File: src/rtl/core/assert_macros.svh
// Assertion macros shared by the page mapper RTL.
// Each macro expects signals clk and rst_n in the scope where it is used.
`ifndef ASSERT_MACROS_SVH
`define ASSERT_MACROS_SVH

// Property checked at every rising edge outside reset.
`define HCPM_ASSERT(label, prop, msg) \
  label: assert property (@(posedge clk) disable iff (!rst_n) (prop)) else $error(msg);

// Condition that must never be true outside reset.
`define HCPM_NEVER(label, cond, msg) \
  label: assert property (@(posedge clk) disable iff (!rst_n) !(cond)) else $error(msg);

`endif

File: src/rtl/core/hcpm_pkg.sv
// Types, codes and helper functions of the handheld console page mapper.
// No dependencies; used by the channel interfaces and the top level.
package hcpm_pkg;

  localparam int HCPM_ROM_BANKS  = 512;
  localparam int HCPM_SRAM_BANKS = 16;
  localparam int HCPM_WRAM_BANKS = 8;

  localparam int MODE_W   = 3;
  localparam int ADDR_W   = 16;
  localparam int BANK_W   = 9;
  localparam int FLAGS_W  = 3;
  localparam int DMA_W    = 3;
  localparam int REGION_W = 3;
  localparam int OFFSET_W = 23;
  localparam int CFG_IDX_W  = 1;
  localparam int CFG_DATA_W = 5;

  localparam logic [CFG_IDX_W-1:0] CFG_COLOR_MODEL = 1'b0;
  localparam logic [CFG_IDX_W-1:0] CFG_SRAM_COUNT  = 1'b1;

  typedef enum logic [MODE_W-1:0] {
    MODE_READ     = 3'd0,
    MODE_WRITE    = 3'd1,
    MODE_SET_FIX  = 3'd2,
    MODE_SET_ROM  = 3'd3,
    MODE_SET_SRAM = 3'd4,
    MODE_SET_WRAM = 3'd5,
    MODE_SET_DMA  = 3'd6
  } mode_t;

  typedef enum logic [REGION_W-1:0] {
    RG_NONE = 3'd0,
    RG_ROM  = 3'd1,
    RG_SRAM = 3'd2,
    RG_WRAM = 3'd3,
    RG_FILL = 3'd4,
    RG_SINK = 3'd5,
    RG_ELSE = 3'd6
  } region_t;

  typedef enum logic [DMA_W-1:0] {
    DMA_OFF     = 3'd0,
    DMA_ROM     = 3'd1,
    DMA_SRAM    = 3'd2,
    DMA_VRAM    = 3'd3,
    DMA_WRAM    = 3'd4,
    DMA_INVALID = 3'd5
  } dma_t;

  localparam int FLAG_RD  = 0;
  localparam int FLAG_WR  = 1;
  localparam int FLAG_RTC = 2;

  typedef struct packed {
    logic [MODE_W-1:0]  mode;
    logic [ADDR_W-1:0]  address;
    logic [BANK_W-1:0]  bank;
    logic [FLAGS_W-1:0] ram_flags;
    logic [DMA_W-1:0]   dma_source;
  } in_item_t;

  // Remainder of a bank number by a constant, by restoring subtraction of
  // shifted copies of the divisor; only shifts that fit in nine bits count.
  function automatic logic [BANK_W-1:0] mod_by(input logic [BANK_W-1:0] value,
                                               input int divisor);
    logic [BANK_W-1:0] r;
    r = value;
    for (int k = BANK_W - 1; k >= 0; k--) begin
      if ((divisor << k) < (1 << BANK_W) && 32'(r) >= (divisor << k)) begin
        r = BANK_W'(32'(r) - (divisor << k));
      end
    end
    return r;
  endfunction

endpackage

File: src/rtl/core/hcpm_in_if.sv
// Request channel of the page mapper: valid/ready handshake and item fields.
// Depends on hcpm_pkg for the field widths.
interface hcpm_in_if import hcpm_pkg::*; ();
  logic               valid;
  logic               ready;
  logic [MODE_W-1:0]  mode;
  logic [ADDR_W-1:0]  address;
  logic [BANK_W-1:0]  bank;
  logic [FLAGS_W-1:0] ram_flags;
  logic [DMA_W-1:0]   dma_source;

  modport source (output valid, mode, address, bank, ram_flags, dma_source, input ready);
  modport sink (input valid, mode, address, bank, ram_flags, dma_source, output ready);
endinterface

File: src/rtl/core/hcpm_out_if.sv
// Result channel of the page mapper: valid/ready handshake, region and offset.
// Depends on hcpm_pkg for the field widths.
interface hcpm_out_if import hcpm_pkg::*; ();
  logic                valid;
  logic                ready;
  logic [REGION_W-1:0] region;
  logic [OFFSET_W-1:0] offset;

  modport source (output valid, region, offset, input ready);
  modport sink (input valid, region, offset, output ready);
endinterface

File: src/rtl/core/handheld_console_page_mapper_top.sv
// Top level of the handheld console page mapper.
// Depends on hcpm_pkg, hcpm_in_if, hcpm_out_if and assert_macros.svh.
//
// Usage: requests arrive on in_ch, one transfer per request. A read or write
// lookup gives exactly one transfer on out_ch carrying the region and byte
// offset; bank-setting requests only update the mapping state and give none.
// The cfg_ port writes the two configuration registers; the user must do so only
// while the block is idle, which the block itself does not enforce. Index 0 selects
// the colour-model DMA rules, index 1 holds the count of cartridge RAM banks.
// A lookup is held in the input register, then in the result register, and is
// presented on out_ch from the result register. Throughput: one request per
// cycle while out_ch takes the results, set by the single decode stage between
// the two registers.
// Reset (synchronous, rst_n low) empties both stages and returns the banks to
// their power-on values: fixed ROM bank 0, switchable ROM bank 1, cartridge
// RAM bank 0 with all flags clear, WRAM bank 1 and DMA off.
// When the receiver stalls, the result is held and the input stage keeps one
// further lookup; in_ch.ready falls only once both are full, and requests
// that give no result keep flowing while a result is held, until a lookup fills the input stage.
module handheld_console_page_mapper_top
  import hcpm_pkg::*;
#(
  parameter int ROM_BANKS  = HCPM_ROM_BANKS,
  parameter int SRAM_BANKS = HCPM_SRAM_BANKS,
  parameter int WRAM_BANKS = HCPM_WRAM_BANKS
) (
  input  logic                  clk,
  input  logic                  rst_n,
  hcpm_in_if.sink               in_ch,
  hcpm_out_if.source            out_ch,
  input  logic                  cfg_we,
  input  logic [CFG_IDX_W-1:0]  cfg_index,
  input  logic [CFG_DATA_W-1:0] cfg_data
);

`include "assert_macros.svh"

  localparam int RB_W = (ROM_BANKS > 1) ? $clog2(ROM_BANKS) : 1;
  localparam int SB_W = (SRAM_BANKS > 1) ? $clog2(SRAM_BANKS) : 1;
  localparam int WB_W = (WRAM_BANKS > 1) ? $clog2(WRAM_BANKS) : 1;

  logic                  color_model_r;
  logic [CFG_DATA_W-1:0] sram_count_r;

  logic [RB_W-1:0]    fixed_rom_bank_r, fixed_rom_bank_nxt;
  logic [RB_W-1:0]    switch_rom_bank_r, switch_rom_bank_nxt;
  logic [SB_W-1:0]    sram_bank_r, sram_bank_nxt;
  logic [FLAGS_W-1:0] sram_flags_r, sram_flags_nxt;
  logic [WB_W-1:0]    wram_bank_r, wram_bank_nxt;
  logic [DMA_W-1:0]   dma_src_r, dma_src_nxt;

  logic     s1_valid_r;
  in_item_t s1_item_r;
  logic     s1_lookup;
  logic     s1_adv;
  logic     in_take;

  logic                out_valid_r;
  region_t             out_region_r, region_nxt;
  logic [OFFSET_W-1:0] out_offset_r, offset_nxt;
  logic                out_unmapped;

  logic              cut_rr, cut_w;
  logic              is_write, enabled;
  logic [3:0]        page;
  logic [BANK_W-1:0] wram_sel;

  assign s1_lookup = (mode_t'(s1_item_r.mode) == MODE_READ) ||
                     (mode_t'(s1_item_r.mode) == MODE_WRITE);
  assign s1_adv    = s1_valid_r && (!s1_lookup || !out_valid_r || out_ch.ready);
  assign in_ch.ready = !s1_valid_r || s1_adv;
  assign in_take   = in_ch.valid && in_ch.ready;

  assign out_ch.valid  = out_valid_r;
  assign out_ch.region = out_region_r;
  assign out_ch.offset = out_offset_r;

  assign out_unmapped = (out_region_r == RG_NONE) || (out_region_r == RG_ELSE);

  always_ff @(posedge clk) begin
    if (!rst_n) begin
      color_model_r <= 1'b0;
      sram_count_r  <= '0;
    end else if (cfg_we) begin
      case (cfg_index)
        CFG_COLOR_MODEL: color_model_r <= cfg_data[0];
        CFG_SRAM_COUNT:  sram_count_r  <= cfg_data;
        default: ;
      endcase
    end
  end

  always_ff @(posedge clk) begin
    if (!rst_n) begin
      s1_valid_r <= 1'b0;
    end else if (in_ch.ready) begin
      s1_valid_r <= in_ch.valid;
    end
  end

  always_ff @(posedge clk) begin
    if (in_take) begin
      s1_item_r.mode       <= in_ch.mode;
      s1_item_r.address    <= in_ch.address;
      s1_item_r.bank       <= in_ch.bank;
      s1_item_r.ram_flags  <= in_ch.ram_flags;
      s1_item_r.dma_source <= in_ch.dma_source;
    end
  end

  always_comb begin
    wram_sel = {{(BANK_W - 3){1'b0}}, s1_item_r.bank[2:0]};
    if (s1_item_r.bank[2:0] == 3'd0) begin
      wram_sel = BANK_W'(1);
    end
  end

  always_comb begin
    fixed_rom_bank_nxt  = fixed_rom_bank_r;
    switch_rom_bank_nxt = switch_rom_bank_r;
    sram_bank_nxt       = sram_bank_r;
    sram_flags_nxt      = sram_flags_r;
    wram_bank_nxt       = wram_bank_r;
    dma_src_nxt         = dma_src_r;
    case (mode_t'(s1_item_r.mode))
      MODE_SET_FIX: fixed_rom_bank_nxt = RB_W'(mod_by(s1_item_r.bank, ROM_BANKS));
      MODE_SET_ROM: switch_rom_bank_nxt = RB_W'(mod_by(s1_item_r.bank, ROM_BANKS));
      MODE_SET_SRAM: begin
        sram_bank_nxt  = SB_W'(mod_by({{(BANK_W - 4){1'b0}}, s1_item_r.bank[3:0]},
                                      SRAM_BANKS));
        sram_flags_nxt = s1_item_r.ram_flags;
      end
      MODE_SET_WRAM: wram_bank_nxt = WB_W'(mod_by(wram_sel, WRAM_BANKS));
      MODE_SET_DMA:  dma_src_nxt = s1_item_r.dma_source;
      default: ;
    endcase
  end

  always_ff @(posedge clk) begin
    if (!rst_n) begin
      fixed_rom_bank_r  <= '0;
      switch_rom_bank_r <= RB_W'(1);
      sram_bank_r       <= '0;
      sram_flags_r      <= '0;
      wram_bank_r       <= WB_W'(1);
      dma_src_r         <= DMA_OFF;
    end else if (s1_adv) begin
      fixed_rom_bank_r  <= fixed_rom_bank_nxt;
      switch_rom_bank_r <= switch_rom_bank_nxt;
      sram_bank_r       <= sram_bank_nxt;
      sram_flags_r      <= sram_flags_nxt;
      wram_bank_r       <= wram_bank_nxt;
      dma_src_r         <= dma_src_nxt;
    end
  end

  always_comb begin
    cut_rr = 1'b0;
    cut_w  = 1'b0;
    case (dma_t'(dma_src_r))
      DMA_OFF, DMA_VRAM: ;
      DMA_WRAM: begin
        cut_w  = 1'b1;
        cut_rr = !color_model_r;
      end
      default: begin
        cut_rr = 1'b1;
        cut_w  = !color_model_r;
      end
    endcase
  end

  always_comb begin
    page       = s1_item_r.address[15:12];
    is_write   = (mode_t'(s1_item_r.mode) == MODE_WRITE);
    enabled    = is_write ? sram_flags_r[FLAG_WR] : sram_flags_r[FLAG_RD];
    region_nxt = RG_NONE;
    offset_nxt = '0;
    if (page <= 4'h7) begin
      if (!is_write && !cut_rr) begin
        region_nxt = RG_ROM;
        offset_nxt = ((page <= 4'h3) ? (OFFSET_W'(fixed_rom_bank_r) << 14)
                                     : (OFFSET_W'(switch_rom_bank_r) << 14))
                     | OFFSET_W'(s1_item_r.address[13:0]);
      end
    end else if (page == 4'hA || page == 4'hB) begin
      if (!cut_rr) begin
        if (!enabled || (!sram_flags_r[FLAG_RTC] && sram_count_r == '0)) begin
          region_nxt = is_write ? RG_SINK : RG_FILL;
          offset_nxt = OFFSET_W'(s1_item_r.address[12:0]);
        end else if (!sram_flags_r[FLAG_RTC]) begin
          region_nxt = RG_SRAM;
          offset_nxt = (OFFSET_W'(sram_bank_r) << 13) | OFFSET_W'(s1_item_r.address[12:0]);
        end
      end
    end else if (page >= 4'hC && page <= 4'hE) begin
      if (!cut_w) begin
        region_nxt = RG_WRAM;
        offset_nxt = ((page == 4'hD) ? (OFFSET_W'(wram_bank_r) << 12) : '0)
                     | OFFSET_W'(s1_item_r.address[11:0]);
      end
    end else begin
      region_nxt = RG_ELSE;
    end
  end

  always_ff @(posedge clk) begin
    if (!rst_n) begin
      out_valid_r <= 1'b0;
    end else if (s1_adv && s1_lookup) begin
      out_valid_r <= 1'b1;
    end else if (out_ch.ready) begin
      out_valid_r <= 1'b0;
    end
  end

  always_ff @(posedge clk) begin
    if (s1_adv && s1_lookup) begin
      out_region_r <= region_nxt;
      out_offset_r <= offset_nxt;
    end
  end

  `HCPM_ASSERT(a_lookup_gives_result, s1_adv && s1_lookup |=> out_valid_r, "lookup lost")
  `HCPM_NEVER(a_wram_bank_zero, wram_bank_r == '0, "WRAM bank register holds zero")
  `HCPM_ASSERT(a_rom_bank_range, 32'(switch_rom_bank_r) < ROM_BANKS, "ROM bank out of range")
  `HCPM_ASSERT(a_empty_offset, out_valid_r && out_unmapped |-> out_offset_r == '0, "offset set")

endmodule
File: src/flat_wrapper.sv
// flat-port wrapper written by rule: the top's interface ports become plain ports
module handheld_console_page_mapper_top_flat import hcpm_pkg::*;
#(
  parameter int ROM_BANKS  = HCPM_ROM_BANKS,
  parameter int SRAM_BANKS = HCPM_SRAM_BANKS,
  parameter int WRAM_BANKS = HCPM_WRAM_BANKS
)
  (clk, rst_n, cfg_we, cfg_index, cfg_data, in_ch_valid, in_ch_mode, in_ch_address, in_ch_bank, in_ch_ram_flags, in_ch_dma_source, in_ch_ready, out_ch_valid, out_ch_region, out_ch_offset, out_ch_ready);
  hcpm_in_if in_ch_i ();
  hcpm_out_if out_ch_i ();
  input  logic clk;
  input  logic rst_n;
  input  logic cfg_we;
  input  logic [CFG_IDX_W-1:0] cfg_index;
  input  logic [CFG_DATA_W-1:0] cfg_data;
  input wire logic [$bits(in_ch_i.valid)-1:0] in_ch_valid;
  input wire logic [$bits(in_ch_i.mode)-1:0] in_ch_mode;
  input wire logic [$bits(in_ch_i.address)-1:0] in_ch_address;
  input wire logic [$bits(in_ch_i.bank)-1:0] in_ch_bank;
  input wire logic [$bits(in_ch_i.ram_flags)-1:0] in_ch_ram_flags;
  input wire logic [$bits(in_ch_i.dma_source)-1:0] in_ch_dma_source;
  output wire logic [$bits(in_ch_i.ready)-1:0] in_ch_ready;
  output wire logic [$bits(out_ch_i.valid)-1:0] out_ch_valid;
  output wire logic [$bits(out_ch_i.region)-1:0] out_ch_region;
  output wire logic [$bits(out_ch_i.offset)-1:0] out_ch_offset;
  input wire logic [$bits(out_ch_i.ready)-1:0] out_ch_ready;
  assign in_ch_i.valid = in_ch_valid;
  assign in_ch_i.mode = in_ch_mode;
  assign in_ch_i.address = in_ch_address;
  assign in_ch_i.bank = in_ch_bank;
  assign in_ch_i.ram_flags = in_ch_ram_flags;
  assign in_ch_i.dma_source = in_ch_dma_source;
  assign in_ch_ready = in_ch_i.ready;
  assign out_ch_valid = out_ch_i.valid;
  assign out_ch_region = out_ch_i.region;
  assign out_ch_offset = out_ch_i.offset;
  assign out_ch_i.ready = out_ch_ready;
  handheld_console_page_mapper_top #(.ROM_BANKS(ROM_BANKS), .SRAM_BANKS(SRAM_BANKS), .WRAM_BANKS(WRAM_BANKS)) u_core (.clk(clk), .rst_n(rst_n), .in_ch(in_ch_i), .out_ch(out_ch_i), .cfg_we(cfg_we), .cfg_index(cfg_index), .cfg_data(cfg_data));
endmodule
File: config.mk
export PLATFORM = sky130hd
export DESIGN_NAME = handheld_console_page_mapper_top_flat
export DESIGN_NICKNAME = d
export VERILOG_FILES = /design/src/rtl/core/hcpm_pkg.sv /design/src/rtl/core/hcpm_in_if.sv /design/src/rtl/core/hcpm_out_if.sv /design/src/rtl/core/handheld_console_page_mapper_top.sv /design/src/flat_wrapper.sv
export VERILOG_INCLUDE_DIRS = /design/src /design/src/rtl/core
export SDC_FILE = /design/constraint.sdc
export NUM_CORES = 1
export LEC_CHECK = 0
export ABC_CLOCK_PERIOD_IN_PS = 3700
export BUFFER_PORTS_ARGS = -buffer_cell sky130_fd_sc_hd__buf_2
export CORE_UTILIZATION = 38
export CTS_CLUSTER_DIAMETER = 200
export DETAILED_ROUTE_END_ITERATION = 7
export PLACE_DENSITY_LB_ADDON = 0.05
export SYNTH_ARGS = -nofsm -noshare
export SYNTH_HDL_FRONTEND = slang
export SYNTH_SLANG_ARGS = --single-unit
File: constraint.sdc
create_clock -name clk -period 3.7 [get_ports clk]
set_input_delay 0.185 -clock clk [delete_from_list [all_inputs] [get_ports clk]]
set_output_delay 0.185 -clock clk [all_outputs]
set_load 0.03 [all_outputs]
---- After elaboration in Yosys (flattened, before gate mapping) ----
Index checks and enable logic that the tools add are counted.
Widths: inputs -> output; s select.
word-level totals
  bits of input ports ..................... 45
  register bits ........................... 99
cells by class
  add/sub/neg operators ................... 6
  bitwise gates (word level) .............. 4
  order comparisons ....................... 10
  reductions and logical operators ........ 33
  mux-type cells .......................... 36
  equal/unequal tests ..................... 11
operator list
  operator             number
  $mux 23              9
  $mux 9               10
  $or 23x12->23        1
  $or 23x14->23        1
  $mux 3               7
  $or 17x13->17        1
  $mux 15              1
  $reduce_and 2->1     7
  $eq 3x3->1 const B   4
  $eq 4x4->1 const B   3
  $eq 3x2->1 const B   3
  $ge 3x9->1 const B   1
  $ge 9x4->1 const B   1
  $ge 9x5->1 const B   1
  $ge 9x6->1 const B   1
  $ge 9x7->1 const B   1
  $ge 9x8->1 const B   1
  $logic_not 3->1      3
  $sub 3x9->9 const B  1
  $sub 9x5->9 const B  1
  $sub 9x6->9 const B  1
  $sub 9x7->9 const B  1
  $sub 9x8->9 const B  1
  $logic_not 1->1      8
  15 further kinds     31

---- Logic depth before layout (Yosys ltp) ----
Gate-level depths: netlist of run 1.
  word-level depth ........................ 19
  depth in mapped cells ................... 6

---- Worst setup path after synthesis of run 1 ----
OpenSTA, ideal clock, no wires.
  path type ............................... register -> register
  start ................................... register u_core.s1_item_r[33] (netlist bit)
  end ..................................... register u_core.out_offset_r[0] (netlist: u_core.out_ch.offset[0]), enable pin
  stages on the path, launching flop included .. 4
  setup slack ............................. 1.139 ns
  path buffers ............................ 0
  required time ........................... 3.288 ns
  data arrival time ....................... 2.149 ns
  period minus slack after synthesis ...... 2.561 ns
  setup time .............................. 0.412 ns
  cell sequence ........................... edfxtp_1 > nor2b_1 > nor2b_1 > nor2b_1
on the way
  cells in the longest elaborated chain, start to end .. 7
ends and longest elaborated chain
  item                                                  line                                                                            source
  from (decl)                                           handheld_console_page_mapper_top.sv:53                                          in_item_t s1_item_r;
  $eq 3x1->1 / $logic_not 3->1 (equally long branches)  handheld_console_page_mapper_top.sv:69, handheld_console_page_mapper_top.sv:68
  $logic_or 1x1->1 *                                    handheld_console_page_mapper_top.sv:68                                          assign s1_lookup = (mode_t'(s1_item_r.mode) == MODE_READ) ||
  $logic_not 1->1                                       handheld_console_page_mapper_top.sv:70                                          assign s1_adv = s1_valid_r && (!s1_lookup || !out_valid_r || out_ch.ready);
  $logic_or 1x1->1 (2 in series)                        handheld_console_page_mapper_top.sv:70
  $logic_and 1x1->1                                     handheld_console_page_mapper_top.sv:70
  $logic_and 1x1->1 *                                   handheld_console_page_mapper_top.sv:218                                         if (s1_adv && s1_lookup) begin
  to (signal assigned)                                  handheld_console_page_mapper_top.sv:220                                         out_offset_r <= offset_nxt;
  to (decl)                                             handheld_console_page_mapper_top.sv:60                                          logic [OFFSET_W-1:0] out_offset_r, offset_nxt;
Mark *: on every way between the ends. The rest lies on a longest branch, timed or not.
A chain may end at the register's enable or synchronous reset.

---- Worst setup path in the final report of run 1 ----
  start ................................... register u_core.s1_item_r[33] (netlist bit)
  end ..................................... register u_core.out_offset_r[6] (netlist: u_core.out_ch.offset[6]), enable pin
Same word-level chain as after synthesis.

==> summary.md, run 1 <==
| Metric | Value |
|---|---|
| Status | finished, final reports clean |
| Startpoint Class | register |
| # IOs | 73 |
| Vias post-DR | about 2,600 |
| Hold Fails Final Rpt | 0 |
| Worst setup path startpoint | u_core.s1_item_r[33]$_DFFE_PP_ |
| Post-synthesis instance area | around 3900 um2 |
| Cell taking the most area after synthesis | edfxtp_1 |
| DR WL met2 | between 3000 and 4000 um |
| Worst path bufs/invs | 1 |
| Number of setup buffers added after CTS | 0 |
| Min-delay src | in_ch_address[13] |
| Asr flop ratio synth | 0% |
| Hold buffers post-CTS | 32 |
| Routed wl met3 | ~270 um |
| Syn Nets | approximately 350 |
| GPL Wtd Cong | 0.764 |
| P&R area growth vs syn | 26.1% |
| DRC | 0 |
| Clk buf depth | 2 |
| Htree depth | 3 |
| Setup violations, final | 0 |
| Post-CTS Resized | 0 |
| Routed Antenna Nets | 0 |
| Initial antenna violation count | 0 |
| Achievable Freq | roughly 0.44 GHz |
| Post-DR vias/cell | roughly 4.7 |
| Site Rows | 36 |
| Chip Width | a little over 100 um |
| Clock slew at reported path FFs | roughly 90 ps |
| Top layer in use | met4 |
| Max-cap viol count | 0 |
| Flops & latches, synth | slightly below 100 |
| Critical Path RT | 3740 ps |
| Slowest library cell on the worst path | nor2b_2 |
| EDFF count, synth | 60 |
| TritonCTS Buffers | 9 |
| Post-layout min period | around 2300 ps |
| Vias in the first global route | approximately 2,400 |
| Initial drt markers | between 70 and 80 |
| First-pass detailed-route iteration total | 4 |
| Share of cells above drive strength 1 | a little under a quarter |
| Critical path arrival | approximately 2300 ps |
| Die extent in y | about 100 um |
| Final worst path period share | just over 60% |
| Library cells used by synthesis | 40 |
| Root Driver | clkbuf_8 |
| Post-DP Area | ~4400 um2 |
| Clk_lat worst skew | 360 ps |
| IO buf count | just over 70 |
| Max Slew Vio Count | 0 |
| Critical path endpoint category | register |
| Total die area | ~11,000 um2 |
| Top cells by area, synth | edfxtp_1, dfxtp_1, a21boi_0 |
| Diode count | 0 |
| Num Clock Sinks | approximately 100 |
| Final HPWL DP | about 5300 um |
| First-pass GRT wire length | about 12,000 um |
| Reg2Reg Launch Point | u_core.s1_item_r[33]$_DFFE_PP_ |
| Min Hold Slack | between 15 and 20 ps |
| Critical Path Most Common Cell | nor2b_1 |
| Total track usage | approximately 16% |
| FILL cells | around 960 |
| Largest net degree at the start of global routing | 40 |
| Top delay family on crit path | simple AND/OR/NAND/NOR gates |
| Design Area, Final | between 4000 and 5000 um2 |
| Final wirelength | 7880 um |
| Worst-path cell chain | nor2b_1 > nor2b_1 > nor2b_2 > buf_4 |
| CP max FO | 16 |
| WL met1 | 3810 um |
| P_leak | 0.00179 uW |
| Routed wire length per instance | around 14 um |
| Max VDD drop | ~0.00018 V |
| Initial core utilization | 39.3% |
| Core region area | slightly below 10,000 um2 |
| Avg Cell Area, Syn | ~13 um2 |
| Sequential area share after synthesis | between 60% and 70% |
| Hold Path Class | input port to register |
| Worst Tran Pin Value | 875 ps |
| Clock Skew | between 10 and 15 ps |
| Yosys top cell area share | 46.7% |
| R2r setup slk | between 1000 and 1500 ps |
| CTS tree | built |
| Pwr Density | around 430 nW/um2 |
| Final net count | about 460 |
| Setup TNS after final layout | 0 ps |
| YS warnings | 0 |
| RSZ-0062 raised after global routing | false |
| Slowest stage delay, CP | roughly 550 ps |
| Prevailing post-synth register cell | edfxtp_1 |
| Rel. slew slack | between 40 and 50% |
| Total grt overflow | 0 |
| Crit path kind | register to register |
| Cells after synthesis | 308 |
==> sequential cells by signal (all words and copies together) (netlist names) <==
register                  cells
u_core.s1_item_r             30
u_core.out_ch.offset         23
u_core.fixed_rom_bank_r       9
u_core.switch_rom_bank_r      9
u_core.sram_count_r           5
u_core.page                   4
u_core.sram_bank_r            4
u_core.dma_src_r              3
u_core.out_ch.region          3
u_core.sram_flags_r           3
u_core.wram_bank_r            3
u_core.color_model_r          1
u_core.out_ch.valid           1
u_core.s1_valid_r             1
==> kinds of logic after synthesis <==
logic type | Yosys count | share of synthesized area, %
compound gates | 64 | 11.8
xor+xnor | 1 | 0.227
simple gates | 111 | 14.8
buf+inv | 16 | 1.75
mux | 17 | 4.41
flops | 99 | 67.0
==> cells in the final DEF, fill, tap and decap left out, types with 2 or more instances in the layout <==
cell,count
o2bb2ai_1,4
a221o_1,2
nand4b_1,2
nor2b_1,18
inv_1,3
nand2_1,57
inv_4,2
edfxtp_1,60
a21boi_0,34
dlygate4sd3_1,32
o21a_1,2
and2_1,2
nand3_1,10
nor4_1,2
o21ai_0,8
a21oi_1,7
clkbuf_8,10
buf_2,72
nor3_2,2
dfxtp_1,39
mux2i_1,17
nor2_1,5
nor3_1,3
buf_4,3
==> synth_stat cells, types with 2 or more instances <==
library cell,instances
nor3_2,2
nand3_1,10
o21ai_0,8
dfxtp_1,39
mux2i_1,17
clkbuf_1,9
nand2_1,57
nor4_1,2
nor3_1,3
and2_1,2
a21boi_0,34
o21a_1,2
a21oi_1,7
buf_2,2
nand4b_1,2
nor2b_1,19
edfxtp_1,60
o2bb2ai_1,4
nor2_1,5
a221o_1,2
inv_1,3
==> worst paths after layout <==
| kind | to | cells past startpoint |
|---|---|---|
| worst min register to register | u_core.sram_count_r[2]$_SDFFE_PN0P_ | 2 |
| worst max register to register | u_core.out_ch.offset[6]$_DFFE_PP_ | 4 |
| worst min-delay path | u_core.page[1]$_DFFE_PP_ | 1 |
| worst max-delay path | u_core.out_ch.offset[6]$_DFFE_PP_ | 4 |
==> where the power goes <==
group	switching (uW)	internal (uW)	leakage [uW]	total, uW
logic	79.8	75.2	0.000807	155
clock network	356	329	0.0000963	685
registers	23.4	1210	0.000883	1230
==> per-layer routing <==
| metal | global-route usage (%) | vias to the layer above |
|---|---|---|
| met3 | 2.44 | 10 |
| met4 | 6.92 | 0 |
| met5 | 0 | - |
| met2 | 25.9 | 65 |
| li1 | - | 1323 |
| met1 | 20.8 | 1178 |
==> layout make-up <==
type                       instances  area [um2]  share of cell area [%]
clock buffer                      11         141                    2.91
multi-input combinational        193        1210                    24.8
timing repair buffer             107         703                    14.5
clock inverter                     4        50.0                    1.03
tap                              133         166                    3.42
sequential                        99        2580                    53.1
inverter                           3        11.3                   0.232
==> per-stage QoR <==
stage,setup WS [ps],std cells,power [uW],util [%]
after floorplan,1140,308,1330,-
after global placement,1500,503,1390,44.3
after detailed placement,1450,503,1390,44.3
after CTS,1410,550,2100,49.5
after global routing,1180,550,2160,49.5
final,1430,550,2070,49.5
(Power assumes the default switching activity.)
==> run 2, diff against run 1 <==
--- a/config.mk
+++ b/config.mk
@@ -6,7 +6,7 @@
 export SDC_FILE = /design/constraint.sdc
 export NUM_CORES = 1
 export LEC_CHECK = 0
-export ABC_CLOCK_PERIOD_IN_PS = 3700
+export ABC_CLOCK_PERIOD_IN_PS = 2300
 export BUFFER_PORTS_ARGS = -buffer_cell sky130_fd_sc_hd__buf_2
 export CORE_UTILIZATION = 38
 export CTS_CLUSTER_DIAMETER = 200
==> constraint.sdc (replaced) <==
create_clock -name clk -period 2.3 [get_ports clk]
set_input_delay 0.115 -clock clk [delete_from_list [all_inputs] [get_ports clk]]
set_output_delay 0.115 -clock clk [all_outputs]
set_load 0.03 [all_outputs]
==> summary.md, run 2 (synthesized netlist as in run 1, its figures left out) <==
| Metric | Value |
|---|---|
| Status | finished, final reports clean |
| Design Power | between 3000 and 4000 uW |
| Worst Hold Depth | 3 |
| Post-layout min period | between 2000 and 2500 ps |
| Reg2Reg Launch Point | u_core.s1_item_r[32]$_DFFE_PP_ |
| Chip Width | approximately 100 um |
| IO buf count | between 70 and 80 |
| Clock Skew | between 6 and 7 ps |
| Critical path arrival | approximately 2200 ps |
| Die extent in y | between 100 and 150 um |
| R2r setup slk | roughly 250 ps |
| Hold Fails Final Rpt | 0 |
| Routed wire length per instance | 14.2 um |
| Pwr Density | 673 nW/um2 |
| Hold Path Class | input port to register |
| Critical Path RT | approximately 2400 ps |
| First-pass detailed-route iteration total | 4 |
| Max-cap viol count | 0 |
| Min-delay src | cfg_data[4] |
| Routed Antenna Nets | 0 |
| Site Rows | 36 |
| Slowest library cell on the worst path | edfxtp_1 |
| Post-CTS Resized | 0 |
| RSZ-0062 raised after global routing | false |
| DRC | 0 |
| Critical path endpoint category | register |
| First-pass GRT wire length | roughly 13,000 um |
| Vias post-DR | between 2,000 and 3,000 |
| Internal power | approximately 2600 uW |
| Setup violations, final | 0 |
| Crit path kind | register to register |
| Slowest stage delay, CP | ~510 ps |
| Final worst path period share | between 80% and 90% |
| Largest net degree at the start of global routing | 40 |
| Max reg flops | 30 |
| Net switching power | approximately 730 uW |
| Most frequent cells in the layout | buf_2, edfxtp_1, nand2_1 |
| Worst-path cell chain | nor3b_4 > mux2i_1 > nor4b_4 > a221o_1 |
| Worst Reg-to-Reg Cells | 4 |
| CTS tree | built |
| Worst path bufs/invs | 0 |
| Share of cells above drive strength 1 | a little under a quarter |
| Max VDD drop | ~0.00033 V |
| Diode count | 0 |
| Initial drt markers | between 80 and 90 |
| Clk buf depth | 2 |
| Clock power share | between 30 and 40% |
| Rel. slew slack | between 50% and 60% |
| Total die area | 10,600 um2 |
| Commonest non-fill, non-tap cell in the layout | buf_2 |
| P_leak | approximately 0.0018 uW |
| CP max FO | 8 |
| # IOs | 73 |
| Total grt overflow | 0 |
| Final net count | 466 |
| Clock slew at reported path FFs | 90 ps |
| Initial antenna violation count | 0 |
| Num Clock Sinks | 99 |
| Achievable Freq | 0.487 GHz |
| Top delay family on crit path | flip-flops |
| Logic pwr share | about 7.9% |
| Worst Hold End | u_core.sram_count_r[4]$_SDFFE_PN0P_ |
| Post-DR vias/cell | about 4.7 |
| Initial core utilization | 39.3% |
| Worst Tran Pin Value | 606 ps |
| GPL Wtd Cong | 0.768 |
| Htree depth | 3 |
| Reg2reg end | u_core.out_ch.offset[14]$_DFFE_PP_ |
| Final wirelength | between 7000 and 8000 um |
| Sw frac | 21.8% |
| Reg power frac | 59.4% |
| Final HPWL DP | ~5300 um |
| Root Driver | clkbuf_8 |
| Total track usage | between 10% and 20% |
| Core region area | 9820 um2 |
| Setup TNS after final layout | 0 ps |
| Startpoint Class | register |
| P&R area growth vs syn | 28.3% |
| TritonCTS Buffers | 9 |
| FILL cells | a little over 900 |
| Max Slew Vio Count | 0 |
| Clk_lat worst skew | approximately 350 ps |
| Top reg by flops | u_core.s1_item_r |
| Vias in the first global route | 2,450 |
==> run 2: power by group through the flow <==
stage                     sequential (uW)  combinational [uW]  clock, uW
after floorplan                      2020                 117          0
after global placement               2020                 217          0
after detailed placement             2020                 220          0
after CTS                            1980                 268       1130
after global routing                 1980                 294       1200
final                                1980                 264       1090
==> run 2: metal layers <==
metal	routed length, um	track usage (%)
met1	3790	21.2
met2	3760	26.4
met3	306	4.00
met4	59	5.71
met5	0	0
==> run 2: worst register-to-register path, cell delays in order, from the launching register on <==
cell and delay [ps]:
edfxtp_1 510, nor3b_4 370, mux2i_1 420, nor4b_4 120, a221o_1 380
==> run 2: area by class of cell <==
type | instances | area [um2] | area share [%]
flip-flops and latches | 99 | 2580 | 52.2
repair buffers | 115 | 783 | 15.8
multi-input cells | 193 | 1210 | 24.4
inverters | 3 | 11.3 | 0.228
clock inverters | 5 | 52.6 | 1.06
well taps | 133 | 166 | 3.37
clock buffers | 11 | 141 | 2.86
==> run 2: metrics by stage <==
stage | instance area, um2 | hold WS (ps) | setup WS, ps | utilization (%) | instances
2_1_floorplan | 3860 | 214 | 73.0 | - | 308
3_3_place_gp | 4400 | 291 | 360 | 44.8 | 508
3_5_place_dp | 4400 | 293 | 259 | 44.8 | 508
4_1_cts | 4940 | 2.23 | 263 | 50.4 | 559
5_1_grt | 4940 | 13.9 | 133 | 50.4 | 559
6_report | 4940 | 18.1 | 248 | 50.4 | 559
==> run 2: repair_timing <==
item | in CTS | in global routing
hold buffers | 35 | 0
buffers inserted | 0 | 0
endpoints found under the hold margin | 35 | 0
==> run 2: worst max path at each step <==
stage / start / end / cells past startpoint / slack (ps)
CTS: u_core.s1_item_r[32]$_DFFE_PP_ / u_core.out_ch.offset[14]$_DFFE_PP_ / 4 / 260
detailed placement: u_core.s1_item_r[32]$_DFFE_PP_ / u_core.out_ch.offset[14]$_DFFE_PP_ / 4 / 260
floorplan: u_core.s1_item_r[33]$_DFFE_PP_ / u_core.page[0]$_DFFE_PP_ / 4 / 70
global route: u_core.s1_item_r[32]$_DFFE_PP_ / u_core.out_ch.offset[14]$_DFFE_PP_ / 4 / 130
finish: u_core.s1_item_r[32]$_DFFE_PP_ / u_core.out_ch.offset[14]$_DFFE_PP_ / 4 / 250
global placement: u_core.s1_item_r[32]$_DFFE_PP_ / u_core.out_ch.offset[14]$_DFFE_PP_ / 4 / 360
==> run 3, diff against run 2 <==
--- a/config.mk
+++ b/config.mk
@@ -12,6 +12,7 @@
 export CTS_CLUSTER_DIAMETER = 200
 export DETAILED_ROUTE_END_ITERATION = 7
 export PLACE_DENSITY_LB_ADDON = 0.05
+export REMOVE_ABC_BUFFERS = 1
 export SYNTH_ARGS = -nofsm -noshare
 export SYNTH_HDL_FRONTEND = slang
 export SYNTH_SLANG_ARGS = --single-unit
==> summary.md, run 3 (synthesized netlist as in run 1, its figures left out) <==
| Metric | Value |
|---|---|
| Status | finished, final reports clean |
| CTS tree | built |
| Clock slew at reported path FFs | ~90 ps |
| RSZ-0062 raised after global routing | false |
| Critical Path RT | 2410 ps |
| Final wirelength | ~8000 um |
| Routed wire length per instance | 13.8 um |
| Total grt overflow | 0 |
| IO buf count | 72 |
| Total die area | ~11,000 um2 |
| Site Rows | 36 |
| Final worst slack | approximately 420 ps |
| Largest net degree at the start of global routing | 40 |
| Fin cells | roughly 560 |
| Pre-CTS WS | between 400 and 500 ps |
| Reg2Reg Launch Point | u_core.s1_item_r[32]$_DFFE_PP_ |
| Pwr Density | around 670 nW/um2 |
| Crit path kind | register to register |
| Max reg flops | 30 |
| # IOs | 73 |
| Initial core utilization | 39.3% |
| Worst Hold Depth | 3 |
| Most frequent cells in the layout | buf_2, edfxtp_1, nand2_1 |
| Final net count | 469 |
| Clock Skew | about 12 ps |
| Clk buf depth | 2 |
| Final HPWL DP | between 4000 and 5000 um |
| Share of cells above drive strength 1 | approximately a quarter |
| DRC | 0 |
| P_leak | about 0.0018 uW |
| Setup violations, final | 0 |
| Startpoint Class | register |
| Clk_lat worst skew | between 300 and 400 ps |
| Initial antenna violation count | 0 |
| GPL Wtd Cong | roughly 0.73 |
| Chip Width | about 100 um |
| First-pass GRT wire length | 12,500 um |
| Num Clock Sinks | 99 |
| Critical path endpoint category | register |
| Placed Instances | between 500 and 600 |
| R2r setup slk | ~420 ps |
| Final worst path period share | 81.7% |
| Worst Hold End | u_core.sram_count_r[2]$_SDFFE_PN0P_ |
| Met3 usage | ~2.6% |
| Root Driver | clkbuf_8 |
| Achievable Freq | between 0.5 and 0.6 GHz |
| FILL cells | 932 |
| Max Slew Vio Count | 0 |
| Commonest non-fill, non-tap cell in the layout | buf_2 |
| Reg2reg end | u_core.out_ch.offset[14]$_DFFE_PP_ |
| Rel. slew slack | between 50% and 60% |
| Post-DR vias/cell | around 4.7 |
| Worst Tran Pin Value | between 600 and 700 ps |
| Critical path arrival | just under 2000 ps |
| Diode count | 0 |
| Die extent in y | just over 100 um |
| Max-cap viol count | 0 |
| Routed Antenna Nets | 0 |
| Worst Reg-to-Reg Cells | 4 |
| Vias post-DR | between 2,000 and 3,000 |
| Hold Fails Final Rpt | 0 |
| Min-delay src | cfg_data[2] |
| Grt met2 use | 25.2% |
| TritonCTS Buffers | 9 |
| P&R area growth vs syn | 29.2% |
| Total track usage | between 10% and 20% |
| Initial drt markers | between 80 and 90 |
| Htree depth | 3 |
| Post-layout min period | about 1900 ps |
| Met1 Usage GRT | a little over a fifth |
| Hold Path Class | input port to register |
| Max VDD drop | ~0.00038 V |
| Post-CTS Resized | 0 |
| CP max FO | 7 |
| Vias in the first global route | between 2,000 and 3,000 |
| Core region area | between 9000 and 10,000 um2 |
| First-pass detailed-route iteration total | 4 |
| Top reg by flops | u_core.s1_item_r |
| Grt peak-use layer | met2 |
==> run 3: changes by cell type in the layout (fill, tap and decap cells not counted) <==
cell	before	now
dlygate4sd3_1	35	38
clkinv_2	0	1
clkinv_1	2	0
inv_6	0	2
clkbuf_1	1	0
clkinv_4	0	1
clkbuf_8	10	9
==> run 3: layer usage <==
metal	vias to the layer above	wire (um)
li1	1344	-
met1	1203	3780
met2	63	3570
met3	10	317
met4	0	108
met5	-	0
==> run 3: area by class of cell <==
type	count	area [um2]	share of cell area [%]
Sequential cell	99	2580	51.8
Clock inverter	7	76.3	1.53
Inverter	3	11.3	0.226
Clock buffer	9	124	2.49
Tap cell	133	166	3.34
Multi-Input combinational cell	193	1210	24.2
Timing Repair Buffer	118	813	16.3
==> run 3: metrics by stage <==
stage	total power, uW	instance area [um2]	utilization, %	hold WS (ps)	setup TNS (ps)
after floorplan	2130	3800	-	187	-6800
after global placement	2230	4400	44.8	291	0
after detailed placement	2240	4400	44.8	293	0
after CTS	3410	4980	50.7	7.01	0
after global routing	3510	4980	50.7	25.7	0
final	3360	4980	50.7	23.6	0
==> run 3: repair_timing <==
item | 4_1_cts | 5_1_grt
setup buffers | 0 | 0
endpoints found under the hold margin | 38 | 0
hold buffers | 38 | 0
==> run 3: worst max-delay path by stage <==
stage                                     start                                  to  depth (start not counted)
2_1_floorplan    u_core.s1_item_r[33]$_DFFE_PP_   u_core.out_ch.offset[0]$_DFFE_PP_                          3
3_3_place_gp     u_core.s1_item_r[32]$_DFFE_PP_  u_core.out_ch.offset[14]$_DFFE_PP_                          4
3_5_place_dp     u_core.s1_item_r[33]$_DFFE_PP_      u_core.s1_item_r[20]$_DFFE_PP_                          5
4_1_cts          u_core.s1_item_r[33]$_DFFE_PP_            u_core.page[3]$_DFFE_PP_                          5
5_1_grt        u_core.dma_src_r[1]$_SDFFE_PN0P_   u_core.out_ch.region[0]$_DFFE_PP_                          4
6_report         u_core.s1_item_r[32]$_DFFE_PP_  u_core.out_ch.offset[14]$_DFFE_PP_                          4
==> run 3: worst max-delay path, stage by stage, from the launching register on <==
cell	delay, ps
edfxtp_1	510
nor3b_4	270
mux2i_1	380
nor4b_4	120
a221o_1	360
==> run 3: power by group <==
part / total, uW / switching (uW) / internal, uW
Combinational: 268 / 135 / 133
Clock: 1120 / 608 / 511
Sequential: 1970 / 30.6 / 1940
